===== src/sv/bae_pkg.sv =====
// shared constants, register indexes and control structs for the block average / ema block
// no dependencies
`timescale 1ns / 1ps

package bae_pkg;

	localparam int MAX_WINDOW = 64;
	localparam int CNT_W      = 7;
	localparam int SUM_W      = 38;
	localparam int DIV_W      = 38;
	localparam int DEN_W      = 8;
	localparam int ALPHA_W    = 17;
	localparam int CFG_W      = 17;

	localparam logic [ALPHA_W-1:0] ALPHA_ONE = ALPHA_W'(65536);
	localparam logic [DIV_W-1:0]   FORCE_NUM = DIV_W'(131072);

	localparam logic [1:0] REG_WINDOW    = 2'd0;
	localparam logic [1:0] REG_SCALE     = 2'd1;
	localparam logic [1:0] REG_ALPHA_MIN = 2'd2;
	localparam logic [1:0] REG_ALPHA_MAX = 2'd3;

	typedef struct packed {
		logic take;
		logic accum;
		logic div_avg;
		logic div_alpha;
		logic set_avg;
		logic set_falpha;
		logic zero_avg;
		logic calc_delta;
		logic calc_alpha;
		logic calc_mul;
		logic upd_ema;
		logic clr_block;
		logic load_out;
	} bae_cmd_t;

	typedef struct packed {
		logic empty;
		logic full;
		logic div_busy;
		logic div_done;
		logic out_free;
	} bae_sts_t;

endpackage


===== src/sv/bae_div.sv =====
// iterative restoring divider, one quotient bit per cycle
// depends on bae_pkg
`timescale 1ns / 1ps

module bae_div import bae_pkg::*; (
	input  logic             clk,
	input  logic             arst_n,
	input  logic             start,
	input  logic [DIV_W-1:0] dividend,
	input  logic [DEN_W-1:0] divisor,
	output logic             busy,
	output logic             done,
	output logic [DIV_W-1:0] quotient
);

	localparam int STEP_W = $clog2(DIV_W);

	logic [STEP_W-1:0] step_q;
	logic              busy_q;
	logic              done_q;
	logic [DEN_W-1:0]  rem_q;
	logic [DIV_W-1:0]  quo_q;
	logic [DEN_W-1:0]  dsr_q;
	logic [DEN_W:0]    trial;
	logic              fits;

	assign trial = {rem_q, quo_q[DIV_W-1]};
	assign fits  = trial >= {1'b0, dsr_q};

	always_ff @(posedge clk or negedge arst_n) begin
		if (!arst_n) begin
			busy_q <= 1'b0;
			done_q <= 1'b0;
			step_q <= '0;
		end else begin
			done_q <= busy_q && !start && step_q == STEP_W'(DIV_W - 1);
			if (start) begin
				busy_q <= 1'b1;
				step_q <= '0;
			end else if (busy_q) begin
				step_q <= step_q + 1'b1;
				if (step_q == STEP_W'(DIV_W - 1))
					busy_q <= 1'b0;
			end
		end
	end

	always_ff @(posedge clk) begin
		if (start) begin
			rem_q <= '0;
			quo_q <= dividend;
			dsr_q <= divisor;
		end else if (busy_q) begin
			rem_q <= fits ? DEN_W'(trial - {1'b0, dsr_q}) : trial[DEN_W-1:0];
			quo_q <= {quo_q[DIV_W-2:0], fits};
		end
	end

	assign busy     = busy_q;
	assign done     = done_q;
	assign quotient = quo_q;

endmodule


===== src/sv/bae_dp.sv =====
// datapath: config registers, block sum and count, ema state, alpha math, output register
// depends on bae_pkg and bae_div
`timescale 1ns / 1ps

module bae_dp import bae_pkg::*; (
	input  logic             clk,
	input  logic             arst_n,
	input  bae_cmd_t         cmd,
	output bae_sts_t         sts,
	input  logic             cfg_we,
	input  logic [1:0]       cfg_addr,
	input  logic [CFG_W-1:0] cfg_data,
	input  logic [31:0]      sample,
	input  logic             out_ready,
	output logic             out_valid,
	output logic [31:0]      out_avg,
	output logic [31:0]      out_ema,
	output logic             out_blk
);

	logic [CNT_W-1:0]   win_q;
	logic [15:0]        scale_q;
	logic [ALPHA_W-1:0] amin_q;
	logic [ALPHA_W-1:0] amax_q;

	logic signed [SUM_W-1:0] sum_q;
	logic [CNT_W-1:0]        cnt_q;
	logic signed [31:0]      ema_q;
	logic                    seeded_q;
	logic                    rdy_q;
	logic signed [31:0]      avg_q;
	logic [48:0]             prod_q;
	logic [ALPHA_W-1:0]      alpha_q;
	logic signed [50:0]      mul_q;
	logic                    ov_q;
	logic [31:0]             oavg_q;
	logic [31:0]             oema_q;
	logic                    oblk_q;

	logic [CNT_W-1:0]   win_eff;
	logic [SUM_W-1:0]   mag;
	logic [DEN_W-1:0]   den;
	logic [DIV_W-1:0]   div_dvd;
	logic [DEN_W-1:0]   div_dsr;
	logic               div_start;
	logic               div_busy;
	logic               div_done;
	logic [DIV_W-1:0]   div_quo;
	logic [31:0]        avg_next;
	logic signed [32:0] diff;
	logic [32:0]        absd;
	logic [32:0]        delta;
	logic [48:0]        prod_next;
	logic [32:0]        a_raw;
	logic [ALPHA_W-1:0] a_clamp;
	logic [ALPHA_W-1:0] a_sat;
	logic signed [50:0] mul_next;
	logic signed [50:0] rnd;
	logic signed [50:0] step;
	logic               clear;

	assign win_eff = (win_q == '0 || win_q > CNT_W'(MAX_WINDOW)) ? CNT_W'(MAX_WINDOW) : win_q;
	assign mag     = sum_q[SUM_W-1] ? (~sum_q + 1'b1) : sum_q;
	assign den     = {1'b0, cnt_q} + DEN_W'(1);

	assign div_start = cmd.div_avg | cmd.div_alpha;
	assign div_dvd   = cmd.div_alpha ? (FORCE_NUM + {31'd0, den[DEN_W-1:1]})
	                                 : (mag + {32'd0, cnt_q[CNT_W-1:1]});
	assign div_dsr   = cmd.div_alpha ? den : {1'b0, cnt_q};

	bae_div u_div (
		.clk      (clk),
		.arst_n   (arst_n),
		.start    (div_start),
		.dividend (div_dvd),
		.divisor  (div_dsr),
		.busy     (div_busy),
		.done     (div_done),
		.quotient (div_quo)
	);

	assign avg_next = sum_q[SUM_W-1] ? (~div_quo[31:0] + 32'd1) : div_quo[31:0];

	assign diff      = {avg_q[31], avg_q} - {ema_q[31], ema_q};
	assign absd      = diff[32] ? (~diff + 1'b1) : diff;
	assign delta     = seeded_q ? absd : '0;
	assign prod_next = {33'd0, scale_q} * {16'd0, delta};

	assign a_raw = prod_q[48:16];
	always_comb begin
		priority if (a_raw < {16'd0, amin_q})
			a_clamp = amin_q;
		else if (a_raw > {16'd0, amax_q})
			a_clamp = amax_q;
		else
			a_clamp = a_raw[ALPHA_W-1:0];
	end
	assign a_sat = (a_clamp > ALPHA_ONE) ? ALPHA_ONE : a_clamp;

	assign mul_next = 51'(diff) * 51'($signed({1'b0, alpha_q}));
	assign rnd      = mul_q + 51'sd32768;
	assign step     = rnd >>> 16;

	assign clear = cfg_we && cfg_addr == REG_WINDOW;

	// config registers
	always_ff @(posedge clk or negedge arst_n) begin
		if (!arst_n) begin
			win_q   <= CNT_W'(64);
			scale_q <= 16'd3277;
			amin_q  <= ALPHA_W'(6554);
			amax_q  <= ALPHA_W'(26214);
		end else if (cfg_we) begin
			unique case (cfg_addr)
				REG_WINDOW:    win_q   <= cfg_data[CNT_W-1:0];
				REG_SCALE:     scale_q <= cfg_data[15:0];
				REG_ALPHA_MIN: amin_q  <= cfg_data[ALPHA_W-1:0];
				REG_ALPHA_MAX: amax_q  <= cfg_data[ALPHA_W-1:0];
				default: ;
			endcase
		end
	end

	// filter state
	always_ff @(posedge clk or negedge arst_n) begin
		if (!arst_n) begin
			sum_q    <= '0;
			cnt_q    <= '0;
			ema_q    <= '0;
			seeded_q <= 1'b0;
			rdy_q    <= 1'b0;
		end else if (clear) begin
			sum_q    <= '0;
			cnt_q    <= '0;
			ema_q    <= '0;
			seeded_q <= 1'b0;
		end else begin
			if (cmd.take)
				rdy_q <= 1'b0;
			if (cmd.accum) begin
				sum_q <= sum_q + SUM_W'($signed(sample));
				cnt_q <= cnt_q + 1'b1;
			end
			if (cmd.upd_ema) begin
				seeded_q <= 1'b1;
				ema_q    <= seeded_q ? (ema_q + step[31:0]) : avg_q;
			end
			if (cmd.clr_block) begin
				sum_q <= '0;
				cnt_q <= '0;
				rdy_q <= 1'b1;
			end
		end
	end

	// working registers
	always_ff @(posedge clk) begin
		if (cmd.set_avg)
			avg_q <= avg_next;
		else if (cmd.zero_avg)
			avg_q <= '0;
		if (cmd.calc_delta)
			prod_q <= prod_next;
		if (cmd.set_falpha)
			alpha_q <= div_quo[ALPHA_W-1:0];
		else if (cmd.calc_alpha)
			alpha_q <= a_sat;
		if (cmd.calc_mul)
			mul_q <= mul_next;
	end

	// output register
	always_ff @(posedge clk or negedge arst_n) begin
		if (!arst_n) begin
			ov_q <= 1'b0;
		end else if (cmd.load_out) begin
			ov_q <= 1'b1;
		end else if (out_ready) begin
			ov_q <= 1'b0;
		end
	end

	always_ff @(posedge clk) begin
		if (cmd.load_out) begin
			oavg_q <= avg_q;
			oema_q <= ema_q;
			oblk_q <= rdy_q;
		end
	end

	assign sts.empty    = cnt_q == '0;
	assign sts.full     = cnt_q >= win_eff;
	assign sts.div_busy = div_busy;
	assign sts.div_done = div_done;
	assign sts.out_free = !ov_q || out_ready;

	assign out_valid = ov_q;
	assign out_avg   = oavg_q;
	assign out_ema   = oema_q;
	assign out_blk   = oblk_q;

endmodule


===== src/sv/bae_ctrl.sv =====
// controller state machine sequencing sample, block close and force requests
// depends on bae_pkg
`timescale 1ns / 1ps

module bae_ctrl import bae_pkg::*; (
	input  logic     clk,
	input  logic     arst_n,
	input  logic     in_valid,
	input  logic     in_force,
	output logic     in_ready,
	input  bae_sts_t sts,
	output bae_cmd_t cmd
);

	typedef enum logic [3:0] {
		ST_IDLE,
		ST_START,
		ST_AVG,
		ST_DELTA,
		ST_ALPHA,
		ST_MUL,
		ST_UPD,
		ST_FALPHA,
		ST_FAVG,
		ST_RESULT
	} state_t;

	state_t state_q;
	logic   force_q;

	always_ff @(posedge clk or negedge arst_n) begin
		if (!arst_n) begin
			state_q <= ST_IDLE;
			force_q <= 1'b0;
		end else begin
			unique case (state_q)
				ST_IDLE: begin
					if (in_valid) begin
						force_q <= in_force;
						if (!in_force)
							state_q <= ST_START;
						else if (sts.empty)
							state_q <= ST_RESULT;
						else
							state_q <= ST_FALPHA;
					end
				end
				ST_START:  state_q <= ST_AVG;
				ST_AVG: begin
					if (sts.div_done)
						state_q <= sts.full ? ST_DELTA : ST_RESULT;
				end
				ST_DELTA:  state_q <= ST_ALPHA;
				ST_ALPHA:  state_q <= ST_MUL;
				ST_MUL:    state_q <= ST_UPD;
				ST_UPD:    state_q <= ST_RESULT;
				ST_FALPHA: begin
					if (sts.div_done)
						state_q <= ST_FAVG;
				end
				ST_FAVG: begin
					if (sts.div_done)
						state_q <= ST_MUL;
				end
				ST_RESULT: begin
					if (sts.out_free)
						state_q <= ST_IDLE;
				end
				default: state_q <= ST_IDLE;
			endcase
		end
	end

	assign in_ready = state_q == ST_IDLE;

	always_comb begin
		cmd = '0;
		unique case (state_q)
			ST_IDLE: begin
				if (in_valid) begin
					cmd.take = 1'b1;
					if (!in_force)
						cmd.accum = 1'b1;
					else if (sts.empty)
						cmd.zero_avg = 1'b1;
					else
						cmd.div_alpha = 1'b1;
				end
			end
			ST_START:  cmd.div_avg = 1'b1;
			ST_AVG:    cmd.set_avg = sts.div_done;
			ST_DELTA:  cmd.calc_delta = 1'b1;
			ST_ALPHA:  cmd.calc_alpha = 1'b1;
			ST_MUL:    cmd.calc_mul = 1'b1;
			ST_UPD: begin
				cmd.upd_ema   = 1'b1;
				cmd.clr_block = !force_q;
			end
			ST_FALPHA: begin
				cmd.set_falpha = sts.div_done;
				cmd.div_avg    = sts.div_done;
			end
			ST_FAVG:   cmd.set_avg = sts.div_done;
			ST_RESULT: cmd.load_out = sts.out_free;
			default: ;
		endcase
	end

endmodule


===== src/sv/block_average_adaptive_ema.sv =====
// top level of the block average with adaptive ema filter
// depends on bae_pkg, bae_ctrl and bae_dp
//
//   channel   | dir | handshake         | payload
//   s_*       | in  | s_tvalid/s_tready | tdata: sample; tuser: cmd
//   m_*       | out | m_tvalid/m_tready | tdata: block_avg, ema; tlast: block_ready
//   cfg_*     | in  | cfg_we            | cfg_addr: register index; cfg_data: value
//
// a sample request makes one pass through the 38-step shared divider; a force makes two, or
// none when the block is empty; one request is worked at a time, and the next is taken
// while the result waits in the output reg; writing window_size clears the filter
// arst_n clears control, filter and output valid state and loads register defaults
`timescale 1ns / 1ps

module block_average_adaptive_ema import bae_pkg::*; (
	input  logic             clk,
	input  logic             arst_n,
	input  logic             s_tvalid,
	output logic             s_tready,
	input  logic [31:0]      s_tdata,   // [31:0] sample
	input  logic             s_tuser,   // [0] cmd
	output logic             m_tvalid,
	input  logic             m_tready,
	output logic [63:0]      m_tdata,   // [31:0] block_avg, [63:32] ema
	output logic             m_tlast,
	input  logic             cfg_we,
	input  logic [1:0]       cfg_addr,
	input  logic [CFG_W-1:0] cfg_data
);

	bae_cmd_t    cmd;
	bae_sts_t    sts;
	logic [31:0] out_avg;
	logic [31:0] out_ema;

	bae_ctrl u_ctrl (
		.clk      (clk),
		.arst_n   (arst_n),
		.in_valid (s_tvalid),
		.in_force (s_tuser),
		.in_ready (s_tready),
		.sts      (sts),
		.cmd      (cmd)
	);

	bae_dp u_dp (
		.clk       (clk),
		.arst_n    (arst_n),
		.cmd       (cmd),
		.sts       (sts),
		.cfg_we    (cfg_we),
		.cfg_addr  (cfg_addr),
		.cfg_data  (cfg_data),
		.sample    (s_tdata),
		.out_ready (m_tready),
		.out_valid (m_tvalid),
		.out_avg   (out_avg),
		.out_ema   (out_ema),
		.out_blk   (m_tlast)
	);

	assign m_tdata = {out_ema, out_avg};

	a_div_start_idle: assert property (@(posedge clk) disable iff (!arst_n)
		(cmd.div_avg || cmd.div_alpha) |-> !sts.div_busy)
		else $error("divider started while busy");

	a_accept_div_idle: assert property (@(posedge clk) disable iff (!arst_n)
		s_tready |-> !sts.div_busy)
		else $error("request accepted during a division");

	a_load_free: assert property (@(posedge clk) disable iff (!arst_n)
		cmd.load_out |-> (!m_tvalid || m_tready))
		else $error("output register overwritten before taken");

endmodule

===== config.mk =====
export PLATFORM = sky130hd
export DESIGN_NAME = block_average_adaptive_ema
export DESIGN_NICKNAME = d
export VERILOG_FILES = /design/src/sv/bae_pkg.sv /design/src/sv/bae_div.sv /design/src/sv/bae_dp.sv /design/src/sv/bae_ctrl.sv /design/src/sv/block_average_adaptive_ema.sv
export SDC_FILE = /design/constraint.sdc
export NUM_CORES = 2
export LEC_CHECK = 0
export BUFFER_PORTS_ARGS = -buffer_cell sky130_fd_sc_hd__buf_2
export CAP_MARGIN = 40
export CORE_ASPECT_RATIO = 1.4
export CORE_MARGIN = 4
export CORE_UTILIZATION = 60
export CTS_BUF_LIST = sky130_fd_sc_hd__clkbuf_16
export DETAILED_ROUTE_END_ITERATION = 12
export GPL_TIMING_DRIVEN = 0
export PLACE_DENSITY = 0.82
export SLEW_MARGIN = 40
export SYNTH_ARGS = -nofsm -noshare
export SYNTH_HDL_FRONTEND = slang
export SYNTH_SLANG_ARGS = --single-unit

===== constraint.sdc =====
create_clock -name clk -period 27 [get_ports clk]
set_input_delay 5.4 -clock clk [delete_from_list [all_inputs] [get_ports clk]]
set_output_delay 5.4 -clock clk [all_outputs]
set_load 0.02 [all_outputs]

==> impl_metrics.env <==
export IMPL_status="finished clean"
export IMPL_io_buffer_count=123
export IMPL_worstHoldPathType="flop to flop"
export IMPL_crit_fanout=10
export IMPL_holdBufCountCts=0
export IMPL_drt_first_pass_iters=8
export IMPL_rsz0062_at_grt="no"
export IMPL_design_core_area_um2=101000
export IMPL_drive_above_1_share=0.0605
export IMPL_skew_ps=12.4
export IMPL_post_cts_setup_buffers=0
export IMPL_syn_nets=8213
export IMPL_crit_buf_inv=8
export IMPL_drc=0
export IMPL_tns_ps=0
export IMPL_critical_path_top_delay_family="compound AO/OA/AOI/OAI gates"
export IMPL_wirelength_um=211000
export IMPL_tightest_slew_ps=990
export IMPL_yosys_warnings=0
export IMPL_async_reset_ff_frac=0.391
export IMPL_areaGrowthSynthToFinish_pct=7.47
export IMPL_critPathRequiredTime_ps=27290
export IMPL_netlist_instances=6816
export IMPL_timing_final_crit_period_ps=12900
export IMPL_clkTransAtPathRegs_ps=60
export IMPL_gr_total_overflow=0
export IMPL_die_h_um=386
export IMPL_critPathKind="flop to flop"
export IMPL_end_kind="flop"
export IMPL_antenna_violating_nets_post_route=0
export IMPL_drtIter0Drc=5088
export IMPL_post_drt_wl_per_cell_um=25.2
export IMPL_grt_use_total=0.396
export IMPL_antenna_found_initial=14
export IMPL_start_kind="flop"
export IMPL_grt_max_degree=72
export IMPL_dp_worst_setup_slack_ps=14570
export IMPL_cts_tree="done"
export IMPL_dp_hpwl_um=174000
export IMPL_cp_common_cell="fa_1"
export IMPL_avgSynthCellArea_um2=8.98
export IMPL_boundaryPins=124
export IMPL_fmax_mhz=77.5
export IMPL_syn_area_um2=61200
export IMPL_fill_cells=8346
export IMPL_via_per_inst=6.21
export IMPL_cts_root_buffer="clkbuf_16"
export IMPL_start_util=0.605
export IMPL_grt_pass1_vias=54300
export IMPL_critPathArrivalTime_ps=13180
export IMPL_synthDistinctLibCells=99
export IMPL_ys_flop_type="edfxtp_1"
export IMPL_synth_edff_count=226
export IMPL_cts_buffers=44
export IMPL_cts_resized=0
export IMPL_ys_ff_latch=384
export IMPL_slowest_delay_ps=760
export IMPL_ys_seq_area_frac=0.175
export IMPL_cap_violations=0
export IMPL_cts_buffer_depth=3
export IMPL_clk_latency_ps=590
export IMPL_htreeDepth=2
export IMPL_drv_slew=0
export IMPL_grt_pass1_wl_um=321000
export IMPL_chipWidth_um=278
export IMPL_timing_final_hold_violations=0
export IMPL_setup_viol=0
export IMPL_die_area_um2=107000
export IMPL_slowest_stage="clkbuf_1"
export IMPL_rows=138
export IMPL_final_util=0.650
export IMPL_vias=52100
export IMPL_final_cell_mix="1170 x inv_1, 961 x nand2_1, 950 x fa_1"
export IMPL_fin_ws_ps=14100
export IMPL_whs_ps=469
export IMPL_timing_final_crit_share=0.478
export IMPL_place_gp_congestion=1.10
export IMPL_slew_limit_headroom=0.338
export IMPL_layout_commonest_cell="inv_1"
export IMPL_cts_sinks=384
export IMPL_nets=8408
==> flip-flops by register name, indices dropped and copies added (netlist names), 4 cells and up <==
signal	cells
u_dp.amax_q	17
u_dp.u_div.quotient	38
u_dp.out_ema	32
u_dp.win_q	7
u_dp.u_div.dsr_q	8
u_dp.out_avg	32
u_ctrl.state_q	4
u_dp.sum_q	38
u_dp.ema_q	32
u_dp.mul_q	33
u_dp.avg_q	32
u_dp.prod_q	33
u_dp.alpha_q	17
u_dp.scale_q	16
u_dp.u_div.step_q	6
u_dp.cnt_q	7
u_dp.amin_q	17
u_dp.u_div.rem_q	8
==> cell type report <==
| type | instances | area, µm² | share of cell area |
|---|---|---|---|
| diodes | 6 | 15.0 | 0.000228 |
| plain buffers | 342 | 1340 | 0.0204 |
| clock buffers | 45 | 1130 | 0.0171 |
| clock inverters | 35 | 470 | 0.00716 |
| inverters | 1166 | 4380 | 0.0666 |
| multi-input cells | 4924 | 45100 | 0.687 |
| flip-flops and latches | 384 | 10700 | 0.163 |
| well taps | 1330 | 1660 | 0.0253 |
| repair buffers | 149 | 890 | 0.0135 |
==> metal layers <==
metal | global-route usage | vias up | part of all wire
met3 | 0.0862 | 1102 | 0.091
met5 | 0 | - | 0.00027
met2 | 0.643 | 2876 | 0.46
met4 | 0.365 | 8 | 0.12
met1 | 0.434 | 25800 | 0.33
li1 | - | 22300 | -
==> logic make-up (layout without fill, tap and decap cells) <==
group,count (synthesis),count (layout),share of synthesized area
multiplexers,106,106,0.0184
XOR/XNOR,343,343,0.0492
buffers and inverters,1508,1737,0.0932
AO/OA/AOI/OAI,927,927,0.101
flip-flops,384,384,0.175
adder cells (fa/ha/maj),1340,1340,0.391
other,0,6,0
AND/OR/NAND/NOR,2208,2208,0.172
==> cell usage after synthesis (135+ instances only) <==
| cell type | instances | area (µm²) |
|---|---|---|
| inv_1 | 1165 | 4370 |
| nand2_1 | 961 | 3610 |
| fa_1 | 950 | 19000 |
| ha_1 | 390 | 4880 |
| nor2_1 | 360 | 1350 |
| clkbuf_1 | 304 | 1140 |
| and2_1 | 265 | 1660 |
| a21oi_1 | 237 | 1190 |
| edfxtp_1 | 226 | 6790 |
| xnor2_1 | 211 | 1850 |
| o21ai_0 | 175 | 876 |
| and3_1 | 135 | 845 |
==> worst reg2reg max path, delay by kind of cell (launching register included) <==
kind | cells | cell delay (ps)
flops | 1 | 480
simple gates | 4 | 1140
compound gates | 12 | 4200
fa+ha+maj | 7 | 3370
buf+inv | 8 | 2810
xor+xnor | 1 | 610
==> worst paths after layout <==
path | cells after the start | startpoint | end | slack (ps)
min in group asynchronous | 1 | arst_n | u_dp.sum_q[24] | 4700
max in group asynchronous | 2 | arst_n | u_dp.amax_q[14] | 21580
worst max register to register | 32 | u_dp.avg_q[6] | u_dp.mul_q[46] | 14100
worst min-delay path | 2 | u_dp.u_div.rem_q[7] | u_dp.u_div.rem_q[7] | 470
worst max-delay path | 32 | u_dp.avg_q[6] | u_dp.mul_q[46] | 14100
worst min register to register | 2 | u_dp.u_div.rem_q[7] | u_dp.u_div.rem_q[7] | 470
==> per-stage QoR <==
stage,instance area [µm²],cells
final,65700,8381
after CTS,65600,8373
after global routing,65700,8377
after global placement,63500,8269
after floorplan,61200,6816
after detailed placement,64000,8293
Power is left out: the tool's default activity adds up to more than one toggle a clock period on the data nets, which glitch-free logic cannot reach.
